File: src/hdl/jrc_pkg.sv
`timescale 1ns / 1ps
`default_nettype none
// ----------------------------------------------------------------------------
// jrc_pkg: shared types and constants for the joystick rotator command block
// Holds the transfer payload structs, configuration layout, register offsets
// and the request and motion codes used by the axis logic.
// ----------------------------------------------------------------------------
package jrc_pkg;

	localparam int SAMPLE_BITS = 10;
	localparam int TIME_BITS   = 32;
	localparam int HOLD_BITS   = 16;
	localparam int CODE_BITS   = 2;
	localparam int ADDR_BITS   = 4;
	localparam int DATA_BITS   = 32;

	// Register indexes (byte address is four times the index).
	localparam logic [1:0] REG_HOLD_OFF  = 2'd0;
	localparam logic [1:0] REG_REVERSE_X = 2'd1;
	localparam logic [1:0] REG_REVERSE_Y = 2'd2;
	localparam logic [1:0] REG_EL_ENABLE = 2'd3;

	localparam logic [HOLD_BITS-1:0] HOLD_OFF_RESET  = 16'd100;
	localparam logic                 REVERSE_RESET   = 1'b0;
	localparam logic                 EL_ENABLE_RESET = 1'b1;

	// Axis stick mode and rotator motion codes: A is ccw or up, B is cw or down.
	localparam logic [CODE_BITS-1:0] MODE_IDLE = 2'd0;
	localparam logic [CODE_BITS-1:0] MODE_A    = 2'd1;
	localparam logic [CODE_BITS-1:0] MODE_B    = 2'd2;

	// Request codes: A and B follow the mode codes.
	localparam logic [CODE_BITS-1:0] REQ_NONE = 2'd0;
	localparam logic [CODE_BITS-1:0] REQ_STOP = 2'd3;

	typedef struct packed {
		logic [SAMPLE_BITS-1:0] x_sample;
		logic [SAMPLE_BITS-1:0] y_sample;
		logic [TIME_BITS-1:0]   now_ms;
		logic [CODE_BITS-1:0]   az_motion;
		logic [CODE_BITS-1:0]   el_motion;
	} in_item_t;

	typedef struct packed {
		logic [CODE_BITS-1:0] az_request;
		logic [CODE_BITS-1:0] el_request;
	} out_item_t;

	typedef struct packed {
		logic [HOLD_BITS-1:0] hold_off_ms;
		logic                 reverse_x;
		logic                 reverse_y;
		logic                 elevation_enable;
	} cfg_t;

	typedef struct packed {
		logic                 step;
		logic                 dir_a;
		logic                 dir_b;
		logic [CODE_BITS-1:0] motion;
	} axis_ctl_t;

endpackage
`default_nettype wire

File: src/hdl/joystick_rotator_command.sv
`timescale 1ns / 1ps
`default_nettype none
// ----------------------------------------------------------------------------
// joystick_rotator_command: joystick to rotator request generator
// Items pass through the input register and then the result register.
// Throughput: one item per cycle unless the output stalls with a result waiting;
// the mode and action time update is made as an item leaves the input register.
// Reset clears the valid flags, rest values, stick modes and action times and
// loads the configuration defaults (hold-off 100 ms, elevation enabled).
// ----------------------------------------------------------------------------
module joystick_rotator_command (
	input  wire logic                          clk,
	input  wire logic                          arst_n,
	// Input channel
	input  wire logic                          in_valid,
	output logic                               in_stall,
	input  wire jrc_pkg::in_item_t             in_data,
	// Output channel
	output logic                               out_valid,
	input  wire logic                          out_stall,
	output jrc_pkg::out_item_t                 out_data,
	// Configuration port
	input  wire logic                          psel,
	input  wire logic                          penable,
	input  wire logic                          pwrite,
	input  wire logic [jrc_pkg::ADDR_BITS-1:0] paddr,
	input  wire logic [jrc_pkg::DATA_BITS-1:0] pwdata,
	output logic      [jrc_pkg::DATA_BITS-1:0] prdata,
	output logic                               pready
);
	import jrc_pkg::*;

	localparam int PROD_BITS = SAMPLE_BITS + 3;

	cfg_t                   cfg;
	in_item_t               item_s1;
	logic                   valid_s1;
	out_item_t              out_q;
	logic                   out_valid_q;
	logic [SAMPLE_BITS-1:0] rest_x_q;
	logic [SAMPLE_BITS-1:0] rest_y_q;

	logic                   out_adv;
	logic                   s1_adv;
	logic                   capture;
	logic                   x_hi, x_lo, y_hi, y_lo;
	axis_ctl_t              az_ctl;
	axis_ctl_t              el_ctl;
	logic [CODE_BITS-1:0]   az_req;
	logic [CODE_BITS-1:0]   el_req;

	// The result register frees up when it is empty or its transfer completes;
	// the input register can then move on, so a new item enters every cycle
	// unless the output side is stalled with a result already waiting.
	assign out_adv  = !out_valid_q || !out_stall;
	assign s1_adv   = valid_s1 && out_adv;
	assign in_stall = valid_s1 && !out_adv;

	always_ff @(posedge clk or negedge arst_n) begin
		if (!arst_n) begin
			valid_s1 <= 1'b0;
		end else if (!in_stall) begin
			valid_s1 <= in_valid;
		end
	end

	always_ff @(posedge clk) begin
		if (in_valid && !in_stall) begin
			item_s1 <= in_data;
		end
	end

	// A zero rest value means the resting position has not been captured yet.
	assign capture = (rest_x_q == '0) || (rest_y_q == '0);

	// Exact 20 percent threshold tests: 5 * |deviation| > rest, taken on the
	// magnitude with the sign given by which side of rest the sample lies.
	function automatic logic beyond(input logic [SAMPLE_BITS-1:0] hi_val,
	                                input logic [SAMPLE_BITS-1:0] lo_val,
	                                input logic [SAMPLE_BITS-1:0] rest);
		logic [PROD_BITS-1:0] diff;
		logic [PROD_BITS-1:0] prod;
		diff = {3'b000, hi_val - lo_val};
		prod = (diff << 2) + diff;
		return (hi_val > lo_val) && (prod > {3'b000, rest});
	endfunction

	assign x_hi = beyond(item_s1.x_sample, rest_x_q, rest_x_q);
	assign x_lo = beyond(rest_x_q, item_s1.x_sample, rest_x_q);
	assign y_hi = beyond(item_s1.y_sample, rest_y_q, rest_y_q);
	assign y_lo = beyond(rest_y_q, item_s1.y_sample, rest_y_q);

	// Azimuth: direction A is ccw (stick high), B is cw. Elevation: A is up
	// (stick high), B is down. The two directions of an axis never hold at
	// once, so the order in which they are checked does not matter.
	always_comb begin
		az_ctl.step   = s1_adv && !capture;
		az_ctl.dir_a  = cfg.reverse_x ? x_lo : x_hi;
		az_ctl.dir_b  = cfg.reverse_x ? x_hi : x_lo;
		az_ctl.motion = item_s1.az_motion;
		el_ctl.step   = s1_adv && !capture && cfg.elevation_enable;
		el_ctl.dir_a  = cfg.reverse_y ? y_lo : y_hi;
		el_ctl.dir_b  = cfg.reverse_y ? y_hi : y_lo;
		el_ctl.motion = item_s1.el_motion;
	end

	jrc_axis u_az_axis (
		.clk         (clk),
		.arst_n      (arst_n),
		.ctl         (az_ctl),
		.now_ms      (item_s1.now_ms),
		.hold_off_ms (cfg.hold_off_ms),
		.request     (az_req)
	);

	jrc_axis u_el_axis (
		.clk         (clk),
		.arst_n      (arst_n),
		.ctl         (el_ctl),
		.now_ms      (item_s1.now_ms),
		.hold_off_ms (cfg.hold_off_ms),
		.request     (el_req)
	);

	// Resting values are taken from the item itself while either is zero.
	always_ff @(posedge clk or negedge arst_n) begin
		if (!arst_n) begin
			rest_x_q <= '0;
			rest_y_q <= '0;
		end else if (s1_adv && capture) begin
			rest_x_q <= item_s1.x_sample;
			rest_y_q <= item_s1.y_sample;
		end
	end

	always_ff @(posedge clk or negedge arst_n) begin
		if (!arst_n) begin
			out_valid_q <= 1'b0;
		end else if (out_adv) begin
			out_valid_q <= valid_s1;
		end
	end

	// A capture item yields no requests; a disabled elevation axis stays quiet.
	always_ff @(posedge clk) begin
		if (s1_adv) begin
			out_q.az_request <= capture ? REQ_NONE : az_req;
			out_q.el_request <= (capture || !cfg.elevation_enable) ? REQ_NONE : el_req;
		end
	end

	assign out_valid = out_valid_q;
	assign out_data  = out_q;

	jrc_cfg_regs u_cfg_regs (
		.clk     (clk),
		.arst_n  (arst_n),
		.psel    (psel),
		.penable (penable),
		.pwrite  (pwrite),
		.paddr   (paddr),
		.pwdata  (pwdata),
		.prdata  (prdata),
		.pready  (pready),
		.cfg     (cfg)
	);

`ifndef SYNTHESIS
	a_capture_quiet: assert property (@(posedge clk) disable iff (!arst_n)
		s1_adv && capture |=>
		(out_q.az_request == REQ_NONE) && (out_q.el_request == REQ_NONE))
		else $error("capture item produced a request");

	a_el_disabled_quiet: assert property (@(posedge clk) disable iff (!arst_n)
		s1_adv && !cfg.elevation_enable |=> out_q.el_request == REQ_NONE)
		else $error("elevation request while elevation is disabled");

	a_result_kept: assert property (@(posedge clk) disable iff (!arst_n)
		out_valid_q && out_stall |=> out_valid_q && $stable(out_q))
		else $error("stalled result lost or changed");

	a_stall_only_when_full: assert property (@(posedge clk) disable iff (!arst_n)
		in_stall |-> valid_s1 && out_valid_q)
		else $error("input stalled with room in the pipeline");
`endif

endmodule
`default_nettype wire

File: src/hdl/jrc_cfg_regs.sv
`timescale 1ns / 1ps
`default_nettype none
// ----------------------------------------------------------------------------
// jrc_cfg_regs: configuration register file
// APB-style write and read access to the hold-off time, the reverse options
// and the elevation enable.
// ----------------------------------------------------------------------------
module jrc_cfg_regs (
	input  wire logic                          clk,
	input  wire logic                          arst_n,
	input  wire logic                          psel,
	input  wire logic                          penable,
	input  wire logic                          pwrite,
	input  wire logic [jrc_pkg::ADDR_BITS-1:0] paddr,
	input  wire logic [jrc_pkg::DATA_BITS-1:0] pwdata,
	output logic      [jrc_pkg::DATA_BITS-1:0] prdata,
	output logic                               pready,
	output jrc_pkg::cfg_t                      cfg
);
	import jrc_pkg::*;

	cfg_t       cfg_q;
	logic       wr_en;
	logic [1:0] reg_idx;

	assign pready  = 1'b1;
	assign wr_en   = psel & penable & pwrite;
	assign reg_idx = paddr[3:2];
	assign cfg     = cfg_q;

	always_ff @(posedge clk or negedge arst_n) begin
		if (!arst_n) begin
			cfg_q.hold_off_ms      <= HOLD_OFF_RESET;
			cfg_q.reverse_x        <= REVERSE_RESET;
			cfg_q.reverse_y        <= REVERSE_RESET;
			cfg_q.elevation_enable <= EL_ENABLE_RESET;
		end else if (wr_en) begin
			case (reg_idx)
				REG_HOLD_OFF:  cfg_q.hold_off_ms      <= pwdata[HOLD_BITS-1:0];
				REG_REVERSE_X: cfg_q.reverse_x        <= pwdata[0];
				REG_REVERSE_Y: cfg_q.reverse_y        <= pwdata[0];
				REG_EL_ENABLE: cfg_q.elevation_enable <= pwdata[0];
				default: ;
			endcase
		end
	end

	always_comb begin
		case (reg_idx)
			REG_HOLD_OFF:  prdata = {{(DATA_BITS-HOLD_BITS){1'b0}}, cfg_q.hold_off_ms};
			REG_REVERSE_X: prdata = {{(DATA_BITS-1){1'b0}}, cfg_q.reverse_x};
			REG_REVERSE_Y: prdata = {{(DATA_BITS-1){1'b0}}, cfg_q.reverse_y};
			REG_EL_ENABLE: prdata = {{(DATA_BITS-1){1'b0}}, cfg_q.elevation_enable};
			default:       prdata = '0;
		endcase
	end

endmodule
`default_nettype wire

File: src/hdl/jrc_axis.sv
`timescale 1ns / 1ps
`default_nettype none
// ----------------------------------------------------------------------------
// jrc_axis: one rotator axis decision
// Keeps the stick mode and the time of the last action, applies the hold-off
// and turns direction calls into turn or stop requests.
// ----------------------------------------------------------------------------
module jrc_axis (
	input  wire logic                          clk,
	input  wire logic                          arst_n,
	input  wire jrc_pkg::axis_ctl_t            ctl,
	input  wire logic [jrc_pkg::TIME_BITS-1:0] now_ms,
	input  wire logic [jrc_pkg::HOLD_BITS-1:0] hold_off_ms,
	output logic      [jrc_pkg::CODE_BITS-1:0] request
);
	import jrc_pkg::*;

	logic [CODE_BITS-1:0] mode_q;
	logic [CODE_BITS-1:0] mode_d;
	logic [TIME_BITS-1:0] last_q;
	logic [TIME_BITS-1:0] last_d;
	logic [TIME_BITS-1:0] elapsed;
	logic                 held_off;

	// Elapsed time wraps with the millisecond counter.
	assign elapsed  = now_ms - last_q;
	assign held_off = elapsed > {{(TIME_BITS-HOLD_BITS){1'b0}}, hold_off_ms};

	always_comb begin
		request = REQ_NONE;
		mode_d  = mode_q;
		last_d  = last_q;
		if (held_off) begin
			if (ctl.dir_a) begin
				if (ctl.motion != MODE_A) begin
					request = MODE_A;
				end
				mode_d = MODE_A;
				last_d = now_ms;
			end else if (ctl.dir_b) begin
				if (ctl.motion != MODE_B) begin
					request = MODE_B;
				end
				mode_d = MODE_B;
				last_d = now_ms;
			end else if (mode_q != MODE_IDLE) begin
				if (ctl.motion != MODE_IDLE) begin
					request = REQ_STOP;
					last_d  = now_ms;
				end
				mode_d = MODE_IDLE;
			end
		end
	end

	always_ff @(posedge clk or negedge arst_n) begin
		if (!arst_n) begin
			mode_q <= MODE_IDLE;
			last_q <= '0;
		end else if (ctl.step) begin
			mode_q <= mode_d;
			last_q <= last_d;
		end
	end

endmodule
`default_nettype wire
File: config.mk
export PLATFORM = sky130hd
export DESIGN_NAME = joystick_rotator_command
export DESIGN_NICKNAME = d
export VERILOG_FILES = /design/src/hdl/jrc_pkg.sv /design/src/hdl/joystick_rotator_command.sv /design/src/hdl/jrc_cfg_regs.sv /design/src/hdl/jrc_axis.sv
export SDC_FILE = /design/constraint.sdc
export NUM_CORES = 1
export LEC_CHECK = 0
export BUFFER_PORTS_ARGS = -buffer_cell sky130_fd_sc_hd__buf_2
export CAP_MARGIN = 40
export CORE_MARGIN = 5
export CORE_UTILIZATION = 59
export DETAILED_ROUTE_END_ITERATION = 16
export GPL_ROUTABILITY_DRIVEN = 0
export PLACE_DENSITY = 0.87
export SLEW_MARGIN = 20
export SYNTH_ARGS = -nofsm -noshare
export SYNTH_HDL_FRONTEND = slang
export SYNTH_SLANG_ARGS = --single-unit
File: constraint.sdc
create_clock -name clk -period 9.8 [get_ports clk]
set_input_delay 1.96 -clock clk [delete_from_list [all_inputs] [get_ports clk]]
set_output_delay 1.96 -clock clk [all_outputs]
set_load 0.1 [all_outputs]
==> out/qor.yml, run 1 <==
dp_hpwl_um: 28200
mostFrequentLayoutCells: "204 x ha_1, 178 x inv_1, 128 x a21oi_1"
critPathTopFamily: "simple AND/OR/NAND/NOR gates"
yosysTopAreaCell: "dfrtp_1"
crit_buf_inv: 4
hold_buffers: 0
yosysSeqAreaShare_pct: 30.3
placedCellCount: 2040
max_cap_viol_count: 0
crit_type: "register to register"
worst_pin_slew_ns: 0.796
nets: 2043
p_leak_nw: 7.64
syn-cell-area_mm2: 0.0150
cp.arrival_ns: 6.87
pwr-share-comb_pct: 57.7
p_total_w: 0.00384
place_ws_ns: 3.39
cts.reportedPaths.clkPinSlew_ns: 0.07
cts_sinks: 169
clk-insertion-delay-late_ns: 0.44
grt_usage_pct: 25.4
core-area_mm2: 0.0251
layout_commonest_cell: "ha_1"
synth_edf_count: 60
syn_inst: 1653
die_width_um: 169
hold_violations: 0
fin_util_pct: 64.6
cp-end-kind: "register"
outcome: "completed"
p_seq_share_pct: 25.9
start_kind: "register"
cts_tree: "done"
antenna_found_initial: 0
peakVddDrop_mv: 0.134
die_h_um: 169
setup_violations: 0
setup_slack_ns: 3.24
r2r-start: "rest_x_q[0]"
viasPerCell: 6.19
postSynth.asyncResetShare_pct: 64.5
detail-route-antenna-nets: 0
p_clk_share_pct: 16.3
max_freq_mhz: 152
final_cells: 2073
period_share_pct: 66.9
grt_pass1_vias: 12500
reg2regPathDepth: 23
yosysUniqueCellTypes: 81
r2r_slack_ns: 3.24
min_period_ns: 6.56
worstHoldStart: "valid_s1"
wl_um: 37100
min_delay_path_depth: 1
critical-path-slowest-cell: "or4_2"
rows: 58
grt_setup_unrepaired: "no"
intPower_w: 0.00214
ys.flop_type: "dfrtp_1"
dr_total_vias: 12800
synth_area_leaders: "dfrtp_1 18%, ha_1 17%, edfxtp_1 12%"
die-area_mm2: 0.0287
nFillCells: 1985
grt_max_degree: 62
cts_resized: 0
ios: 138
p_sw_w: 0.00170
max-clock-path-buffers: 2
p_sw_share_pct: 44.3
grt_overflow_total: 0
numCtsBuffers: 17
start_util_pct: 59.6
yosysWarnings: 0
slowest_delay_ns: 0.87
crit_path_cell_trace: "inv_1, ha_1, inv_1, fa_1, a21oi_1, o21bai_1, xor2_1, ha_1, nor2b_1, o31a_1, o31ai_1, a21boi_0, ha_1, nand4_1, nor4b_1, or3_1, a31oi_1, or2_2, nor2_1, or4_2, buf_16, buf_16, mux2_4"
syn_area_per_cell_um2: 9.06
min_path_type: "register to register"
p_per_area_mw_per_mm2: 237
crit_fanout: 12
cts_setup_buffers: 0
relSlewSlack_pct: 46.9
cts-root-buf: "clkbuf_16"
worst_path_most_repeated_cell: "ha_1"
avgRoutedWirePerCell_um: 17.9
drt_iter0_markers: 1192
clock_skew_ns: 0.0125
yosysTopAreaCellShare_pct: 17.5
io_buffer_count: 102
layout-drive-gt1-share_pct: 13.5
finalSetupTns_ns: 0
htree_levels: 4
grt_pass1_wl_um: 60100
hold_path_end: "out_valid"
antennaDiodeCount: 0
critPathRequiredTime_ns: 10.11
firstDrtPassIters: 7
drv_slew: 0
post-route-drc-count: 0
area.growth.synth_to_final_pct: 8.37
r2r-end: "u_az_axis.last_q[9]"
synth_seq_cells: 169
## power groups by stage
stage               clock (W)  sequential [W]  combinational, W
global route         0.000666         0.00101           0.00244
CTS                  0.000632        0.000994           0.00217
global placement            0        0.000995           0.00203
detailed placement          0         0.00100           0.00214
finish               0.000629        0.000997           0.00222
floorplan                   0        0.000988           0.00170
## stage by stage
stage	area (µm²)	hold slack (ns)
after floorplan	15000	0.457
after global placement	15600	0.469
after detailed placement	15700	0.491
after CTS	16200	0.509
after global routing	16200	0.526
final	16200	0.504
## synth_stat cells, drive strengths merged (27+ instances only)
library cell and number:
o21a 27, nand3 37, nand4 36, o21ai 111, nor3 43, xnor2 63
edfxtp 60, buf 33, nand2 117, xor2 29, clkbuf 34, a21oi 130
a21o 29, ha 204, dfrtp 105, nor2 84, mux2 71, inv 179
## worst max path at each step
stage	to	startpoint	slack, ns	cells after the start
after floorplan	prdata[2]	paddr[2]	3.38	3
after global routing	u_az_axis.last_q[9]	item_s1[47]	2.91	27
after CTS	u_az_axis.last_q[9]	rest_x_q[0]	3.34	23
final	u_az_axis.last_q[9]	rest_x_q[0]	3.24	23
after detailed placement	u_az_axis.last_q[7]	rest_x_q[0]	3.39	23
after global placement	u_az_axis.last_q[2]	rest_x_q[0]	3.42	21
## registers in the layout (all words and copies together), names as in the netlist
register,count
u_el_axis.last_q,32
az_ctl,2
out_data,4
out_valid,1
rest_y_q,10
u_az_axis.mode_q,2
u_el_axis.mode_q,2
el_ctl,2
rest_x_q,10
u_az_axis.last_q,32
item_s1,52
u_cfg_regs.cfg,19
valid_s1,1
## worst register-to-register path, cell delays in order, from the launching register on
cell      delay, ns
dfrtp_1        0.47
inv_1          0.11
ha_1           0.17
inv_1          0.06
fa_1           0.42
a21oi_1        0.28
o21bai_1       0.13
xor2_1         0.27
ha_1           0.33
nor2b_1        0.17
o31a_1         0.28
o31ai_1        0.50
a21boi_0       0.27
ha_1           0.29
nand4_1        0.10
nor4b_1        0.06
or3_1          0.42
a31oi_1        0.31
or2_2          0.18
nor2_1         0.03
or4_2          0.87
buf_16         0.27
buf_16         0.17
mux2_4         0.31
## cell families after synthesis
group           count (synthesis)  synth area share, %
buf+inv                       246                 7.10
xor+xnor                       92                 5.43
other cells                     2               0.0502
compound gates                429                 18.1
mux                            82                 6.91
fa+ha+maj                     214                 18.4
flops                         169                 30.3
simple gates                  419                 13.8
## per-layer routing
metal,up-vias,GRT usage [%],wire length [µm]
met5,-,0,0
met1,6066,32.1,15100
met3,113,4.15,2620
li1,6047,-,-
met4,0,10.0,1330
met2,598,43.7,18100
## layout make-up
| cell class | count | area, µm² | area share (%) |
|---|---|---|---|
| inverter | 179 | 672 | 4.14 |
| timing repair buffer | 110 | 633 | 3.90 |
| tap | 330 | 413 | 2.54 |
| clock inverter | 13 | 96.3 | 0.594 |
| clock buffer | 19 | 433 | 2.67 |
| multi-input combinational | 1253 | 9440 | 58.2 |
| sequential | 169 | 4530 | 27.9 |
Note: power is estimated with default switching activity, not from simulation.
==> run 2, diff against run 1 <==
==> constraint.sdc (replaced) <==
create_clock -name clk -period 6.8 [get_ports clk]
set_input_delay 1.36 -clock clk [delete_from_list [all_inputs] [get_ports clk]]
set_output_delay 1.36 -clock clk [all_outputs]
set_load 0.1 [all_outputs]
==> out/qor.yml, run 2 (synthesis gave the netlist of run 1 again) <==
outcome: "completed"
die_width_um: 169
r2r-start: "item_s1[46]"
grt_setup_unrepaired: "no"
grt_overflow_total: 0
layout-drive-gt1-share_pct: 13.6
nFillCells: 1962
wl_met1_um: 14900
drt_iter0_markers: 1243
p_sw_w: 0.00247
grt_pass1_vias: 12600
clock_skew_ns: 0.0107
ios: 138
reg_top3: "item_s1: 52 flops, u_az_axis.last_q: 32 flops, u_el_axis.last_q: 32 flops"
crit_fanout: 32
max-clock-path-buffers: 2
ff_latch_area_mm2: 0.00453
min_period_ns: 6.43
p_seq_share_pct: 25.8
dr_total_vias: 12800
min_delay_path_depth: 1
drv_slew: 0
worstHoldStart: "valid_s1"
viasPerCell: 6.16
rows: 58
hold_buffers: 0
cts_tree: "done"
largest_reg_flops: 52
p_per_area_mw_per_mm2: 344
multi_input_area_mm2: 0.00944
grt_pass1_wl_um: 60600
detail-route-antenna-nets: 0
p_total_w: 0.00558
wl_um: 37000
placed_area_mm2: 0.0156
max_cap_viol_count: 0
p_sw_share_pct: 44.2
hold_path_end: "out_valid"
r2r-end: "u_az_axis.last_q[31]"
hold_violations: 0
min_path_type: "register to register"
die-area_mm2: 0.0287
post-route-drc-count: 0
cts_sinks: 169
final_cell_area_mm2: 0.0162
cts_setup_buffers: 0
cp-end-kind: "register"
wl_met3_um: 2540
start_kind: "register"
clk-insertion-delay-late_ns: 0.45
core-area_mm2: 0.0251
layout_commonest_cell: "ha_1"
cts.reportedPaths.clkPinSlew_ns: 0.07
timing.hold.ws_ns: 0.511
nets: 2042
area.growth.synth_to_final_pct: 8.31
peakVddDrop_mv: 0.211
grt_max_degree: 59
intPower_w: 0.00312
max_freq_mhz: 156
htree_levels: 4
cts-root-buf: "clkbuf_16"
antenna_found_initial: 0
io_buffer_count: 102
cp.arrival_ns: 6.76
pwr-share-comb_pct: 57.1
grt_usage_pct: 25.7
critPathRequiredTime_ns: 7.13
antennaDiodeCount: 0
slowest_delay_ns: 0.64
critical-path-slowest-cell: "a2111oi_0"
avgRoutedWirePerCell_um: 17.9
firstDrtPassIters: 6
period_share_pct: 94.6
numCtsBuffers: 17
die_h_um: 169
top_register: "item_s1"
dr_wl_met2_um: 18200
relSlewSlack_pct: 47.3
crit_start: "item_s1[46]"
setup_violations: 0
start_util_pct: 59.6
top_layer_used: "met4"
finalSetupTns_ns: 0
mostFrequentLayoutCells: "204 x ha_1, 178 x inv_1, 128 x a21oi_1"
p_clk_share_pct: 17.1
r2r_slack_ns: 0.37
p_leak_nw: 7.63
worst_pin_slew_ns: 0.790
dp_hpwl_um: 28300
cts_resized: 0
crit_type: "register to register"
reg2regPathDepth: 25
[run 2: final cells by class]
class	count	share of cell area [%]
Sequential cell	169	28.0
Inverter	179	4.14
Clock buffer	17	2.62
Multi-Input combinational cell	1253	58.2
Timing Repair Buffer	109	3.61
Clock inverter	15	0.880
Tap cell	330	2.55
[run 2: how the worst max path moves through the flow]
stage                                end  slack [ns]  cells past startpoint
finish              u_az_axis.last_q[31]        0.37                     25
global route        u_az_axis.last_q[31]        0.08                     25
CTS                  u_az_axis.last_q[0]        0.54                     25
detailed placement   u_az_axis.last_q[0]        0.62                     25
global placement     u_az_axis.last_q[3]        0.76                     22
floorplan           u_el_axis.last_q[10]        1.55                     26
[run 2: per-stage QoR]
step / setup slack [ns] / util [%] / cells
floorplan: 1.55 / - / 1668
global placement: 0.764 / 62.2 / 2039
detailed placement: 0.617 / 62.2 / 2039
CTS: 0.542 / 64.5 / 2071
global route: 0.0823 / 64.6 / 2072
finish: 0.370 / 64.6 / 2072
[run 2: power groups by stage]
stage / sequential (W) / clock, W / combinational [W]
global route: 0.00146 / 0.00102 / 0.00351
floorplan: 0.00142 / 0 / 0.00246
CTS: 0.00144 / 0.000965 / 0.00312
finish: 0.00144 / 0.000956 / 0.00319
global placement: 0.00144 / 0 / 0.00292
detailed placement: 0.00145 / 0 / 0.00307
[run 2: metal layers]
metal  GRT usage, %  vias to the layer above
met4           10.4                        0
met3           3.68                      110
li1               -                     6060
met2           44.9                      580
met1           32.0                     6006
met5              0                        -
[run 2: critical path: cells and delay by family (launching register included)]
kind	cells	cell delay, ns
AOI/OAI and AO/OA	7	1.89
and+or+nand+nor	8	1.43
adders and majority gates	4	1.21
buffers and inverters	4	0.74
DFF	1	0.47
muxes	1	0.40
xor gates and xnor gates	1	0.17
==> run 3, diff against run 2 <==
==> constraint.sdc (replaced) <==
create_clock -name clk -period 6.2 [get_ports clk]
set_input_delay 1.24 -clock clk [delete_from_list [all_inputs] [get_ports clk]]
set_output_delay 1.24 -clock clk [all_outputs]
set_load 0.1 [all_outputs]
==> out/qor.yml, run 3 (synthesis gave the netlist of run 1 again) <==
grt_usage_pct: 24.7
detail-route-antenna-nets: 0
grt_overflow_total: 0
p_per_area_mw_per_mm2: 380
start_kind: "register"
worst_pin_slew_ns: 0.772
nets: 2045
core-area_mm2: 0.0251
setup_violations: 0
mostFrequentLayoutCells: "204 x ha_1, 178 x inv_1, 128 x a21oi_1"
hold_violations: 0
viasPerCell: 6.09
dr_total_vias: 12600
grt_setup_unrepaired: "no"
drt_iter0_markers: 1157
cts_sinks: 169
cp.arrival_ns: 6.20
p_total_w: 0.00620
worst_path_most_repeated_cell: "ha_1"
antennaDiodeCount: 0
area.growth.synth_to_final_pct: 9.16
cp-end-kind: "register"
crit_fanout: 32
min_path_type: "register to register"
finalSetupTns_ns: 0
die_h_um: 169
start_util_pct: 59.6
slowest_delay_ns: 0.49
layout_commonest_cell: "ha_1"
critical-path-slowest-cell: "dfrtp_1"
largest_reg_flops: 52
fin_util_pct: 65.1
rows: 58
timing.hold.ws_ns: 0.504
max_freq_mhz: 170
period_share_pct: 94.8
final_cell_area_mm2: 0.0163
hold_buffers: 0
reg_top3: "item_s1: 52 flops, u_az_axis.last_q: 32 flops, u_el_axis.last_q: 32 flops"
grt_max_degree: 63
numCtsBuffers: 17
grt_pass1_wl_um: 58400
crit_type: "register to register"
min_period_ns: 5.88
top_register: "item_s1"
htree_levels: 4
placed_area_mm2: 0.0157
antenna_found_initial: 0
ios: 138
clk-insertion-delay-late_ns: 0.44
outcome: "completed"
p_leak_nw: 7.69
avgRoutedWirePerCell_um: 17.3
max_cap_viol_count: 0
post-route-drc-count: 0
cts.reportedPaths.clkPinSlew_ns: 0.07
die-area_mm2: 0.0287
io_buffer_count: 102
critPathRequiredTime_ns: 6.53
grt_pass1_vias: 12200
drv_slew: 0
critPathTopFamily: "adder cells"
die_width_um: 169
peakVddDrop_mv: 0.250
dp_hpwl_um: 27700
firstDrtPassIters: 7
max-clock-path-buffers: 2
layout-drive-gt1-share_pct: 14.0
relSlewSlack_pct: 48.5
cts-root-buf: "clkbuf_16"
clock_skew_ns: 0.0106
crit_buf_inv: 3
cts_setup_buffers: 0
wl_um: 35800
cts_tree: "done"
-- run 3: changes by cell type in the layout (fill, tap and decap cells not counted), sizes merged --
cell    before  now
buf        109  112
inv        186  187
bufinv       1    3
clkbuf      17   18
clkinv       5    1
-- run 3: timing repair --
item | 4_1_cts | 5_1_grt
gates resized for setup | 0 | 8
hold endpoints to repair | 0 | 0
setup endpoints to repair | 0 | 65
-- run 3: final cells by class --
cell class / instances / area [µm²]
Sequential cell: 169 / 4530
Inverter: 179 / 672
Tap cell: 330 / 413
Multi-Input combinational cell: 1253 / 9480
Clock buffer: 18 / 429
Clock inverter: 14 / 184
Timing Repair Buffer: 112 / 633
Fill cell: 1978 / 8770
-- run 3: final timing paths --
check | startpoint | end | slack, ns | depth (start not counted)
worst max-delay path | rest_y_q[0] | u_el_axis.last_q[18] | 0.32 | 25
worst min-delay path | valid_s1 | out_valid | 0.50 | 1
worst max register to register | rest_y_q[0] | u_el_axis.last_q[18] | 0.32 | 25
worst min register to register | valid_s1 | out_valid | 0.50 | 1
max in group asynchronous | arst_n | u_cfg_regs.cfg[0] | 4.39 | 3
min in group asynchronous | arst_n | u_cfg_regs.cfg[11] | 0.80 | 1
-- run 3: where the power goes --
part | leakage, nW | internal [W] | switching [W]
sequential | 1.80 | 0.00142 | 0.000160
clock | 0.294 | 0.000645 | 0.000480
combinational | 5.60 | 0.00146 | 0.00204
total | 7.69 | 0.00352 | 0.00268
-- run 3: worst register-to-register path, delay by kind of cell, from the launching register on --
kind	cells	cell delay, ns
and+or+nand+nor	7	1.47
AOI/OAI and AO/OA	7	1.13
xor gates and xnor gates	2	0.38
adders and majority gates	5	1.59
DFF	1	0.49
buffers and inverters	3	0.36
muxes	1	0.38
-- run 3: routing by layer --
metal / wire [µm] / global-route usage (%)
met5: 0 / 0
met4: 1200 / 9.14
met3: 2330 / 3.47
met2: 17300 / 42.9
met1: 15000 / 31.5
-- run 3: metrics by stage --
stage | worst slack (ns) | instances
after floorplan | 0.955 | 1668
after global placement | 0.421 | 2042
after detailed placement | 0.283 | 2042
after CTS | 0.214 | 2074
after global routing | 0.0135 | 2075
final | 0.321 | 2075
